<file path="config.mk">
export PLATFORM = sky130hd
export DESIGN_NAME = cluster_node_hash_steering
export DESIGN_NICKNAME = d
export VERILOG_FILES = /design/src/chs_pkg.sv /design/src/cluster_node_hash_steering.sv /design/src/chs_front.sv /design/src/chs_fifo.sv /design/src/chs_back.sv
export SDC_FILE = /design/constraint.sdc
export NUM_CORES = 2
export LEC_CHECK = 0
export ABC_AREA = 1
export ABC_CLOCK_PERIOD_IN_PS = 53100
export BUFFER_PORTS_ARGS = -buffer_cell sky130_fd_sc_hd__buf_2
export CELL_PAD_IN_SITES_DETAIL_PLACEMENT = 1
export CELL_PAD_IN_SITES_GLOBAL_PLACEMENT = 2
export CORE_UTILIZATION = 40
export DETAILED_ROUTE_END_ITERATION = 8
export PLACE_DENSITY = 0.81
export SLEW_MARGIN = 20
export SYNTH_ARGS = -nofsm -noshare
export SYNTH_HDL_FRONTEND = slang
export SYNTH_SLANG_ARGS = --single-unit
</file>
<file path="constraint.sdc">
create_clock -name clk -period 53.1 [get_ports clk]
set_input_delay 7.965 -clock clk [delete_from_list [all_inputs] [get_ports clk]]
set_output_delay 7.965 -clock clk [all_outputs]
set_load 0.01 [all_outputs]
</file>
<file path="src/chs_pkg.sv">
`default_nettype none
package chs_pkg;

  // cluster size limit, one map bit per node
  localparam int MAX_NODES = 32;
  localparam int MAP_IDX_W = (MAX_NODES > 1) ? $clog2(MAX_NODES) : 1;

  // hash pipeline shape: input stage, mix steps, scaling stage
  localparam int MIX_STEPS  = 7;
  localparam int PIPE_DEPTH = MIX_STEPS + 2;
  localparam int FIFO_DEPTH = 4;
  localparam int FIFO_PTR_W = $clog2(FIFO_DEPTH);

  localparam logic [31:0] GOLDEN = 32'hdeadbeef;

  // request codes
  localparam logic [1:0] REQ_PACKET = 2'd0;
  localparam logic [1:0] REQ_ADD    = 2'd1;
  localparam logic [1:0] REQ_DEL    = 2'd2;

  // connection states
  localparam logic [2:0] CS_NEW           = 3'd0;
  localparam logic [2:0] CS_RELATED       = 3'd3;
  localparam logic [2:0] CS_RELATED_REPLY = 3'd4;

  // hash modes
  localparam logic [1:0] MODE_ADDR      = 2'd0;
  localparam logic [1:0] MODE_ADDR_SP   = 2'd1;
  localparam logic [1:0] MODE_ADDR_PORTS = 2'd2;
  localparam logic [1:0] MODE_NONE      = 2'd3;

  // register indexes
  localparam logic [1:0] REG_HASH_MODE   = 2'd0;
  localparam logic [1:0] REG_HASH_SEED   = 2'd1;
  localparam logic [1:0] REG_TOTAL_NODES = 2'd2;

  typedef enum logic [2:0] {
    KIND_DROP,
    KIND_PASS,
    KIND_HASH,
    KIND_ADD,
    KIND_DEL,
    KIND_BAD
  } kind_t;

  typedef struct packed {
    logic [1:0]  key_sel;
    logic [31:0] hash_seed;
    logic [5:0]  total_nodes;
  } cfg_t;

  typedef struct packed {
    logic [1:0]  req_type;
    logic [15:0] node_number;
    logic        has_conntrack;
    logic [2:0]  conn_state;
    logic        is_icmp;
    logic        ports_valid;
    logic [31:0] src_addr;
    logic [15:0] src_port;
    logic [15:0] dst_port;
  } in_item_t;

  typedef struct packed {
    kind_t       kind;
    logic        mark;
    logic [15:0] node;
  } meta_t;

  typedef struct packed {
    logic [31:0] a;
    logic [31:0] b;
    logic [31:0] c;
  } abc_t;

  typedef struct packed {
    meta_t      meta;
    logic [5:0] scaled;
  } work_t;

  typedef struct packed {
    logic       drop;
    logic       write_mark;
    logic [5:0] node_hash;
    logic       op_error;
  } res_t;

  // one step of the final mix
  function automatic abc_t mix_step(input logic [2:0] step, input abc_t v);
    abc_t r;
    r = v;
    case (step)
      3'd0: r.c = (v.c ^ v.b) - {v.b[17:0], v.b[31:18]};
      3'd1: r.a = (v.a ^ v.c) - {v.c[20:0], v.c[31:21]};
      3'd2: r.b = (v.b ^ v.a) - {v.a[6:0], v.a[31:7]};
      3'd3: r.c = (v.c ^ v.b) - {v.b[15:0], v.b[31:16]};
      3'd4: r.a = (v.a ^ v.c) - {v.c[27:0], v.c[31:28]};
      3'd5: r.b = (v.b ^ v.a) - {v.a[17:0], v.a[31:18]};
      3'd6: r.c = (v.c ^ v.b) - {v.b[7:0], v.b[31:8]};
      default: r = v;
    endcase
    return r;
  endfunction

endpackage
`default_nettype wire

</file>
<file path="src/cluster_node_hash_steering.sv">
// Cluster node steering by flow hash.
// Input stream (in_*): one item per transfer. in_tuser carries the request
// type (packet, add node, delete node); in_tdata carries the packet fields.
// Output stream (out_*): exactly one result transfer per input transfer, in
// the same order: drop verdict, write_mark, node_hash and op_error.
// Config port (cfg_*): key_sel at 0x0, hash_seed at 0x4, total_nodes at
// 0x8; to be written by the user only while no item is in flight (the block does not enforce this).
// Throughput: one item per cycle while in_tready is high. From input transfer
// to out_tvalid an item passes the hash pipeline (input stage, seven mix
// stages, one scaling multiply), then the queue write and the output register.
// A 4-entry queue sits between the hash pipeline and the node map stage;
// when the receiver stalls, the output register holds its result, the
// queue fills, and in_tready drops once the queue is full with the last
// hash stage occupied. Add and delete requests take effect for every later
// item in stream order.
// Reset (rst_n low, synchronous) empties the pipeline and queue, clears the
// node map and returns key_sel 0, hash_seed 0, total_nodes 1.
`default_nettype none
module cluster_node_hash_steering (
  input  wire logic        clk,
  input  wire logic        rst_n,
  // input stream
  input  wire logic        in_tvalid,
  output logic             in_tready,
  // node_number[15:0], has_conntrack[16], conn_state[19:17], is_icmp[20],
  // ports_valid[21], src_addr[53:22], src_port[69:54], dst_port[85:70]
  input  wire logic [87:0] in_tdata,
  // req_type[1:0]
  input  wire logic [1:0]  in_tuser,
  // result stream
  output logic             out_tvalid,
  input  wire logic        out_tready,
  // drop[0], write_mark[1], node_hash[7:2], op_error[8]
  output logic [15:0]      out_tdata,
  // config port
  input  wire logic        cfg_psel,
  input  wire logic        cfg_penable,
  input  wire logic        cfg_pwrite,
  input  wire logic [3:0]  cfg_paddr,
  input  wire logic [31:0] cfg_pwdata,
  output logic [31:0]      cfg_prdata,
  output logic             cfg_pready
);
  import chs_pkg::*;

  cfg_t     cfg_r;
  in_item_t in_item;
  logic     q_push;
  work_t    q_din;
  logic     q_full;
  logic     q_pop;
  logic     q_valid;
  work_t    q_dout;
  res_t     res;
  logic     cfg_wr;

  // config registers
  assign cfg_pready = 1'b1;
  assign cfg_wr     = cfg_psel && cfg_penable && cfg_pwrite && cfg_pready;

  always_ff @(posedge clk) begin
    if (!rst_n) begin
      cfg_r.key_sel     <= MODE_ADDR;
      cfg_r.hash_seed   <= 32'd0;
      cfg_r.total_nodes <= 6'd1;
    end else if (cfg_wr) begin
      case (cfg_paddr[3:2])
        REG_HASH_MODE:   cfg_r.key_sel     <= cfg_pwdata[1:0];
        REG_HASH_SEED:   cfg_r.hash_seed   <= cfg_pwdata;
        REG_TOTAL_NODES: cfg_r.total_nodes <= cfg_pwdata[5:0];
        default: ;
      endcase
    end
  end

  // register readback
  always_comb begin
    case (cfg_paddr[3:2])
      REG_HASH_MODE:   cfg_prdata = {30'd0, cfg_r.key_sel};
      REG_HASH_SEED:   cfg_prdata = cfg_r.hash_seed;
      REG_TOTAL_NODES: cfg_prdata = {26'd0, cfg_r.total_nodes};
      default:         cfg_prdata = 32'd0;
    endcase
  end

  // unpack the input transfer
  always_comb begin
    in_item.req_type      = in_tuser;
    in_item.node_number   = in_tdata[15:0];
    in_item.has_conntrack = in_tdata[16];
    in_item.conn_state    = in_tdata[19:17];
    in_item.is_icmp       = in_tdata[20];
    in_item.ports_valid   = in_tdata[21];
    in_item.src_addr      = in_tdata[53:22];
    in_item.src_port      = in_tdata[69:54];
    in_item.dst_port      = in_tdata[85:70];
  end

  chs_front u_front (
    .clk      (clk),
    .rst_n    (rst_n),
    .cfg      (cfg_r),
    .in_valid (in_tvalid),
    .in_ready (in_tready),
    .in_item  (in_item),
    .q_push   (q_push),
    .q_data   (q_din),
    .q_full   (q_full)
  );

  chs_fifo u_fifo (
    .clk       (clk),
    .rst_n     (rst_n),
    .push      (q_push),
    .din       (q_din),
    .full      (q_full),
    .pop       (q_pop),
    .not_empty (q_valid),
    .dout      (q_dout)
  );

  chs_back u_back (
    .clk       (clk),
    .rst_n     (rst_n),
    .cfg       (cfg_r),
    .q_valid   (q_valid),
    .q_pop     (q_pop),
    .q_data    (q_dout),
    .out_valid (out_tvalid),
    .out_ready (out_tready),
    .out_res   (res)
  );

  // pack the result transfer
  assign out_tdata = {7'd0, res.op_error, res.node_hash, res.write_mark, res.drop};

endmodule
`default_nettype wire

</file>
<file path="src/chs_front.sv">
`default_nettype none
module chs_front (
  input  wire logic            clk,
  input  wire logic            rst_n,
  input  wire chs_pkg::cfg_t   cfg,
  input  wire logic            in_valid,
  output logic                 in_ready,
  input  wire chs_pkg::in_item_t in_item,
  output logic                 q_push,
  output chs_pkg::work_t       q_data,
  input  wire logic            q_full
);
  import chs_pkg::*;

  logic [PIPE_DEPTH-1:0] vld_r;
  meta_t                 meta_r [PIPE_DEPTH];
  abc_t                  abc_r  [MIX_STEPS+1];
  logic [5:0]            scaled_r;
  logic                  adv;

  meta_t       meta_in;
  abc_t        abc_in;
  logic [15:0] sp;
  logic [15:0] dp;
  logic [31:0] h;
  logic [37:0] prod;

  // whole pipe moves unless a finished item cannot enter the queue
  assign adv      = !q_full || !vld_r[PIPE_DEPTH-1];
  assign in_ready = adv;

  // classify the item
  always_comb begin
    meta_in.node = in_item.node_number;
    meta_in.mark = 1'b0;
    case (in_item.req_type)
      REQ_PACKET: begin
        if (!in_item.has_conntrack) begin
          meta_in.kind = KIND_DROP;
        end else if (in_item.is_icmp && (in_item.conn_state == CS_RELATED ||
                                         in_item.conn_state == CS_RELATED_REPLY)) begin
          meta_in.kind = KIND_PASS;
        end else begin
          meta_in.kind = KIND_HASH;
          meta_in.mark = (in_item.conn_state == CS_NEW);
        end
      end
      REQ_ADD: meta_in.kind = KIND_ADD;
      REQ_DEL: meta_in.kind = KIND_DEL;
      default: meta_in.kind = KIND_BAD;
    endcase
  end

  // hash words with the initial values folded in
  always_comb begin
    sp = in_item.ports_valid ? in_item.src_port : 16'd0;
    dp = in_item.ports_valid ? in_item.dst_port : 16'd0;
    abc_in.a = in_item.src_addr + GOLDEN;
    abc_in.b = ((cfg.key_sel == MODE_ADDR_SP || cfg.key_sel == MODE_ADDR_PORTS) ?
                {16'd0, sp} : 32'd0) + GOLDEN;
    abc_in.c = ((cfg.key_sel == MODE_ADDR_PORTS) ? {16'd0, dp} : 32'd0) + cfg.hash_seed;
  end

  // valid chain
  always_ff @(posedge clk) begin
    if (!rst_n) begin
      vld_r <= '0;
    end else if (adv) begin
      vld_r <= {vld_r[PIPE_DEPTH-2:0], in_valid};
    end
  end

  // stage zero
  always_ff @(posedge clk) begin
    if (adv) begin
      meta_r[0] <= meta_in;
      abc_r[0]  <= abc_in;
    end
  end

  // one mix step per stage
  for (genvar k = 1; k <= MIX_STEPS; k++) begin : g_mix
    always_ff @(posedge clk) begin
      if (adv) begin
        meta_r[k] <= meta_r[k-1];
        abc_r[k]  <= mix_step(3'(k - 1), abc_r[k-1]);
      end
    end
  end

  // scale the hash to a node offset: high half of hash times total
  assign h    = (cfg.key_sel == MODE_NONE) ? 32'd0 : abc_r[MIX_STEPS].c;
  assign prod = {6'd0, h} * {32'd0, cfg.total_nodes};

  always_ff @(posedge clk) begin
    if (adv) begin
      meta_r[PIPE_DEPTH-1] <= meta_r[MIX_STEPS];
      scaled_r             <= prod[37:32];
    end
  end

  assign q_push        = adv && vld_r[PIPE_DEPTH-1];
  assign q_data.meta   = meta_r[PIPE_DEPTH-1];
  assign q_data.scaled = scaled_r;

endmodule
`default_nettype wire

</file>
<file path="src/chs_fifo.sv">
`default_nettype none
module chs_fifo (
  input  wire logic           clk,
  input  wire logic           rst_n,
  input  wire logic           push,
  input  wire chs_pkg::work_t din,
  output logic                full,
  input  wire logic           pop,
  output logic                not_empty,
  output chs_pkg::work_t      dout
);
  import chs_pkg::*;

  work_t                 mem_r [FIFO_DEPTH];
  logic [FIFO_PTR_W-1:0] wr_ptr_r;
  logic [FIFO_PTR_W-1:0] rd_ptr_r;
  logic [FIFO_PTR_W:0]   count_r;

  assign full      = (count_r == (FIFO_PTR_W+1)'(FIFO_DEPTH));
  assign not_empty = (count_r != '0);
  assign dout      = mem_r[rd_ptr_r];

  // pointers and fill count
  always_ff @(posedge clk) begin
    if (!rst_n) begin
      wr_ptr_r <= '0;
      rd_ptr_r <= '0;
      count_r  <= '0;
    end else begin
      if (push) begin
        wr_ptr_r <= wr_ptr_r + 1'b1;
      end
      if (pop) begin
        rd_ptr_r <= rd_ptr_r + 1'b1;
      end
      if (push && !pop) begin
        count_r <= count_r + 1'b1;
      end else if (pop && !push) begin
        count_r <= count_r - 1'b1;
      end
    end
  end

  // entry storage
  always_ff @(posedge clk) begin
    if (push) begin
      mem_r[wr_ptr_r] <= din;
    end
  end

endmodule
`default_nettype wire

</file>
<file path="src/chs_back.sv">
`default_nettype none
module chs_back (
  input  wire logic           clk,
  input  wire logic           rst_n,
  input  wire chs_pkg::cfg_t  cfg,
  input  wire logic           q_valid,
  output logic                q_pop,
  input  wire chs_pkg::work_t q_data,
  output logic                out_valid,
  input  wire logic           out_ready,
  output chs_pkg::res_t       out_res
);
  import chs_pkg::*;

  logic [MAX_NODES-1:0] map_r;
  logic [MAX_NODES-1:0] map_nxt;
  logic                 out_valid_r;
  res_t                 res_r;
  res_t                 res_nxt;

  logic [5:0]           hnode;
  logic [15:0]          hnode_m1;
  logic [15:0]          rnode_m1;
  logic                 h_in_map;
  logic                 r_in_range;
  logic                 r_exists;
  logic                 h_bit;
  logic                 r_bit;

  assign q_pop = q_valid && (!out_valid_r || out_ready);

  // node lookups for hashed packets and map requests
  always_comb begin
    hnode      = q_data.scaled + 6'd1;
    hnode_m1   = {10'd0, hnode} - 16'd1;
    rnode_m1   = q_data.meta.node - 16'd1;
    h_in_map   = (32'(hnode) <= 32'(MAX_NODES));
    r_in_range = (q_data.meta.node != 16'd0) &&
                 (q_data.meta.node <= {10'd0, cfg.total_nodes});
    r_exists   = (32'(q_data.meta.node) <= 32'(MAX_NODES));
    h_bit      = map_r[hnode_m1[MAP_IDX_W-1:0]];
    r_bit      = map_r[rnode_m1[MAP_IDX_W-1:0]];
  end

  // verdict and map update
  always_comb begin
    res_nxt = '0;
    map_nxt = map_r;
    case (q_data.meta.kind)
      KIND_DROP: res_nxt.drop = 1'b1;
      KIND_PASS: res_nxt = '0;
      KIND_HASH: begin
        res_nxt.node_hash  = hnode;
        res_nxt.write_mark = q_data.meta.mark;
        res_nxt.drop       = !(h_in_map && h_bit);
      end
      KIND_ADD: begin
        if (!r_in_range || !r_exists || r_bit) begin
          res_nxt.op_error = 1'b1;
        end else begin
          map_nxt[rnode_m1[MAP_IDX_W-1:0]] = 1'b1;
        end
      end
      KIND_DEL: begin
        if (!r_in_range || !r_exists || !r_bit) begin
          res_nxt.op_error = 1'b1;
        end else begin
          map_nxt[rnode_m1[MAP_IDX_W-1:0]] = 1'b0;
        end
      end
      default: res_nxt.op_error = 1'b1;
    endcase
  end

  // map and output register control
  always_ff @(posedge clk) begin
    if (!rst_n) begin
      map_r       <= '0;
      out_valid_r <= 1'b0;
    end else begin
      if (q_pop) begin
        map_r       <= map_nxt;
        out_valid_r <= 1'b1;
      end else if (out_ready) begin
        out_valid_r <= 1'b0;
      end
    end
  end

  // result payload
  always_ff @(posedge clk) begin
    if (q_pop) begin
      res_r <= res_nxt;
    end
  end

  assign out_valid = out_valid_r;
  assign out_res   = res_r;

endmodule
`default_nettype wire

</file>
==> flow_summary.yaml <==
logic_synthesis:
  synth_edf_count: 929
  syn_area_per_cell_um2: 10.4
  async_reset_ff_frac: 0
  synth-seq-area-share: 0.540
  synth_area_um2: 55100
  synth-xor-area-share: 0.0784
  synth_compound_area_frac: 0.0775
  synthMuxAreaShare: 0
  synth_area_leaders: "edfxtp_1, ha_1, xor2_1"
  synth_simple_gate_area_share: 0.128
  yosysTopAreaCell: "edfxtp_1"
  synth-main-ff-cell: "edfxtp_1"
  synth.distinct_cells: 62
  synth_top_family_by_area: "simple AND/OR/NAND/NOR gates"
  synthAdderAreaFrac: 0.111
  yosys_warnings: 0
  synthCells: 5280
  ys_ff_latch: 1020
  yosysTopAreaCellShare: 0.506
finish:
  final_common_cell: "edfxtp_1"
  nNetsFinal: 6049
  drive_gt1_frac: 0.0753
  final_cell_mix: "edfxtp_1, inv_1, nand2_1"
  utilization: 0.453
  area_delta_synth_final_pct: 11.8
  nFillCells: 14971
sta:
  fin_skew_ns: 0.0573
  finalSetupViolations: 0
  finalHoldViolCount: 0
  fin_crit_ns: 17.24
  drv_slew: 0
  fin_ws_ns: 35.86
  max_slew_margin: 0.273
  worstMarginPinSlew_ns: 1.09
  clock.fmax_ghz: 0.0580
  finalCritPeriodShare: 0.325
  rsz0062_at_grt: "false"
  tns_ns: 0
die:
  ios: 184
  initial_core_util: 0.405
  core_area_um2: 136000
  die_y_um: 373
  die_w_um: 373
  num_rows: 135
  dieArea_um2: 139000
placement:
  gp_congestion: 0.886
  place_hpwl_mm: 115
  port_buffers: 171
  pre_cts_slack_ns: 35.88
worst_setup_path:
  r2r_slack_ns: 46.89
  crit_path_start_kind: "primary input"
  r2r_start: "cfg_r[39]"
  crit_fanout: 28
  rr_worst_depth: 17
  rr_endpoint: "u_front.scaled_r[5]"
  worstSetupPathType: "in2out"
  crit_required_ns: 45.14
  end_kind: "output port"
  critPathArrivalTime_ns: 9.28
pwr:
  power.density_nw_per_um2: 69.1
  ir_worst_vdd_uv: 53.8
  cellLeakagePower_nw: 27.3
clock_tree:
  clk_pin_slew_worst_paths_ns: 0.06
  cts_hold_buf: 0
  ctsResizeCount: 0
  numCtsBuffers: 104
  root_buffer: "clkbuf_16"
  post-cts-setup-buffers: 0
  cts.sinks: 1020
  worst_skew_pair.late_latency_ns: 0.74
  clk_path_buf_depth: 3
  cts_tree: "done"
  h-tree-depth: 3
routing:
  ant_nets: 0
  dr.pass1.iters: 7
  vias: 37159
  wl_mm: 148
  viasPerCell: 5.04
  avgRoutedWirePerCell_um: 20.1
  drt_iter0_drc: 1884
  drc_errors: 0
global_routing:
  grtUsageTotal: 0.213
  antenna_found_initial: 18
  grt_max_degree: 204
  grt_pass1_vias: 39708
  grt_pass1_wl_mm: 229
  gr-total-overflow: 0
hold_path:
  min_to: "u_front.abc_r[0][289]"
  worstHoldStart: "u_front.abc_r[0][193]"
  hold_depth: 0
  hold_class: "reg2reg"
outcome:
  status: "finished clean"
run:
  cap_violations: 0
## critical path, cell delays in order
cell	delay [ns]
buf_2	0.12
inv_1	0.07
nor2_1	0.33
inv_2	0.33
o221ai_1	0.23
buf_2	0.23
## sequential cells by signal, summed over array words and instances, names as in the netlist, named ones only
name and cells:
u_front.meta_r 180, cfg_r 40, u_front.vld_r 9, u_fifo.mem_r 104
u_fifo.rd_ptr_r 2, u_front.scaled_r 6, u_front.abc_r 630, u_back.out_valid 1
u_back.out_res 9, u_fifo.wr_ptr_r 2, u_fifo.count_r 3
## through the flow
| stage | power, mW | hold WS (ns) | instances | area (µm²) |
|---|---|---|---|---|
| after CTS | 4.30 | 0.384 | 7374 | 61600 |
| after detailed placement | 3.50 | 0.406 | 7178 | 57900 |
| after global routing | 4.56 | 0.383 | 7377 | 61600 |
| after floorplan | 2.83 | 0.400 | 5286 | 55100 |
| final | 4.26 | 0.386 | 7379 | 61600 |
| after global placement | 3.46 | 0.400 | 7178 | 57900 |
## power breakdown
part           switching (mW)  internal [mW]  total, mW
sequential              0.166           1.23       1.39
combinational            1.37          0.722       2.09
clock                   0.327          0.443      0.770
total                    1.86           2.39       4.26
## metal layers
metal | vias to the layer above | global-route usage | share of wire
met5 | - | 0 | 0.00056
met4 | 14 | 0.0583 | 0.023
met3 | 170 | 0.0287 | 0.041
met2 | 649 | 0.366 | 0.48
met1 | 18245 | 0.280 | 0.45
li1 | 18081 | - | -
## worst max path at each step
stage	slack (ns)	cells past startpoint	endpoint	from
after global placement	35.89	5	cfg_prdata[5]	cfg_paddr[2]
after floorplan	22.32	3	in_tready	u_fifo.count_r[0]
final	35.86	6	cfg_prdata[1]	cfg_paddr[2]
after detailed placement	35.88	5	cfg_prdata[5]	cfg_paddr[2]
after CTS	35.86	5	cfg_prdata[5]	cfg_paddr[2]
after global routing	35.76	6	cfg_prdata[1]	cfg_paddr[2]
## Yosys cell counts, types with 7 or more instances
cell       instances
inv_1            809
a21o_1            12
o2111ai_1          9
buf_4             16
a21oi_1          374
o211ai_1          20
nand4_1           31
fa_1             128
buf_6             14
buf_2              8
a31oi_1           36
nor3_1            57
xor2_1           382
edfxtp_1         929
xnor2_1          111
nor4_1            11
nand4_2           29
clkbuf_1          36
a211oi_1           7
o21a_1            22
o21ai_0          200
nor2_1           612
buf_1             11
nand3_1          162
nand2_1          756
ha_1             285
dfxtp_1           91
o21bai_1          19
o22ai_1           16
a21boi_0          12
## final cells by class
type	count	area, µm²	area share
multi-input combinational	3359	21800	0.355
clock inverter	76	917	0.0149
sequential	1020	29700	0.483
tap	1781	2230	0.0362
clock buffer	120	2700	0.0439
antenna	5	12.5	0.000203
timing repair buffer	196	1070	0.0174
inverter	822	3090	0.0502
## logic make-up after synthesis
family | count (synthesis)
flip-flops | 1020
AO/OA/AOI/OAI | 761
buffers and inverters | 907
adder cells (fa/ha/maj) | 413
XOR/XNOR | 493
AND/OR/NAND/NOR | 1684
other | 2
Note: power is estimated with default switching activity, not from simulation.
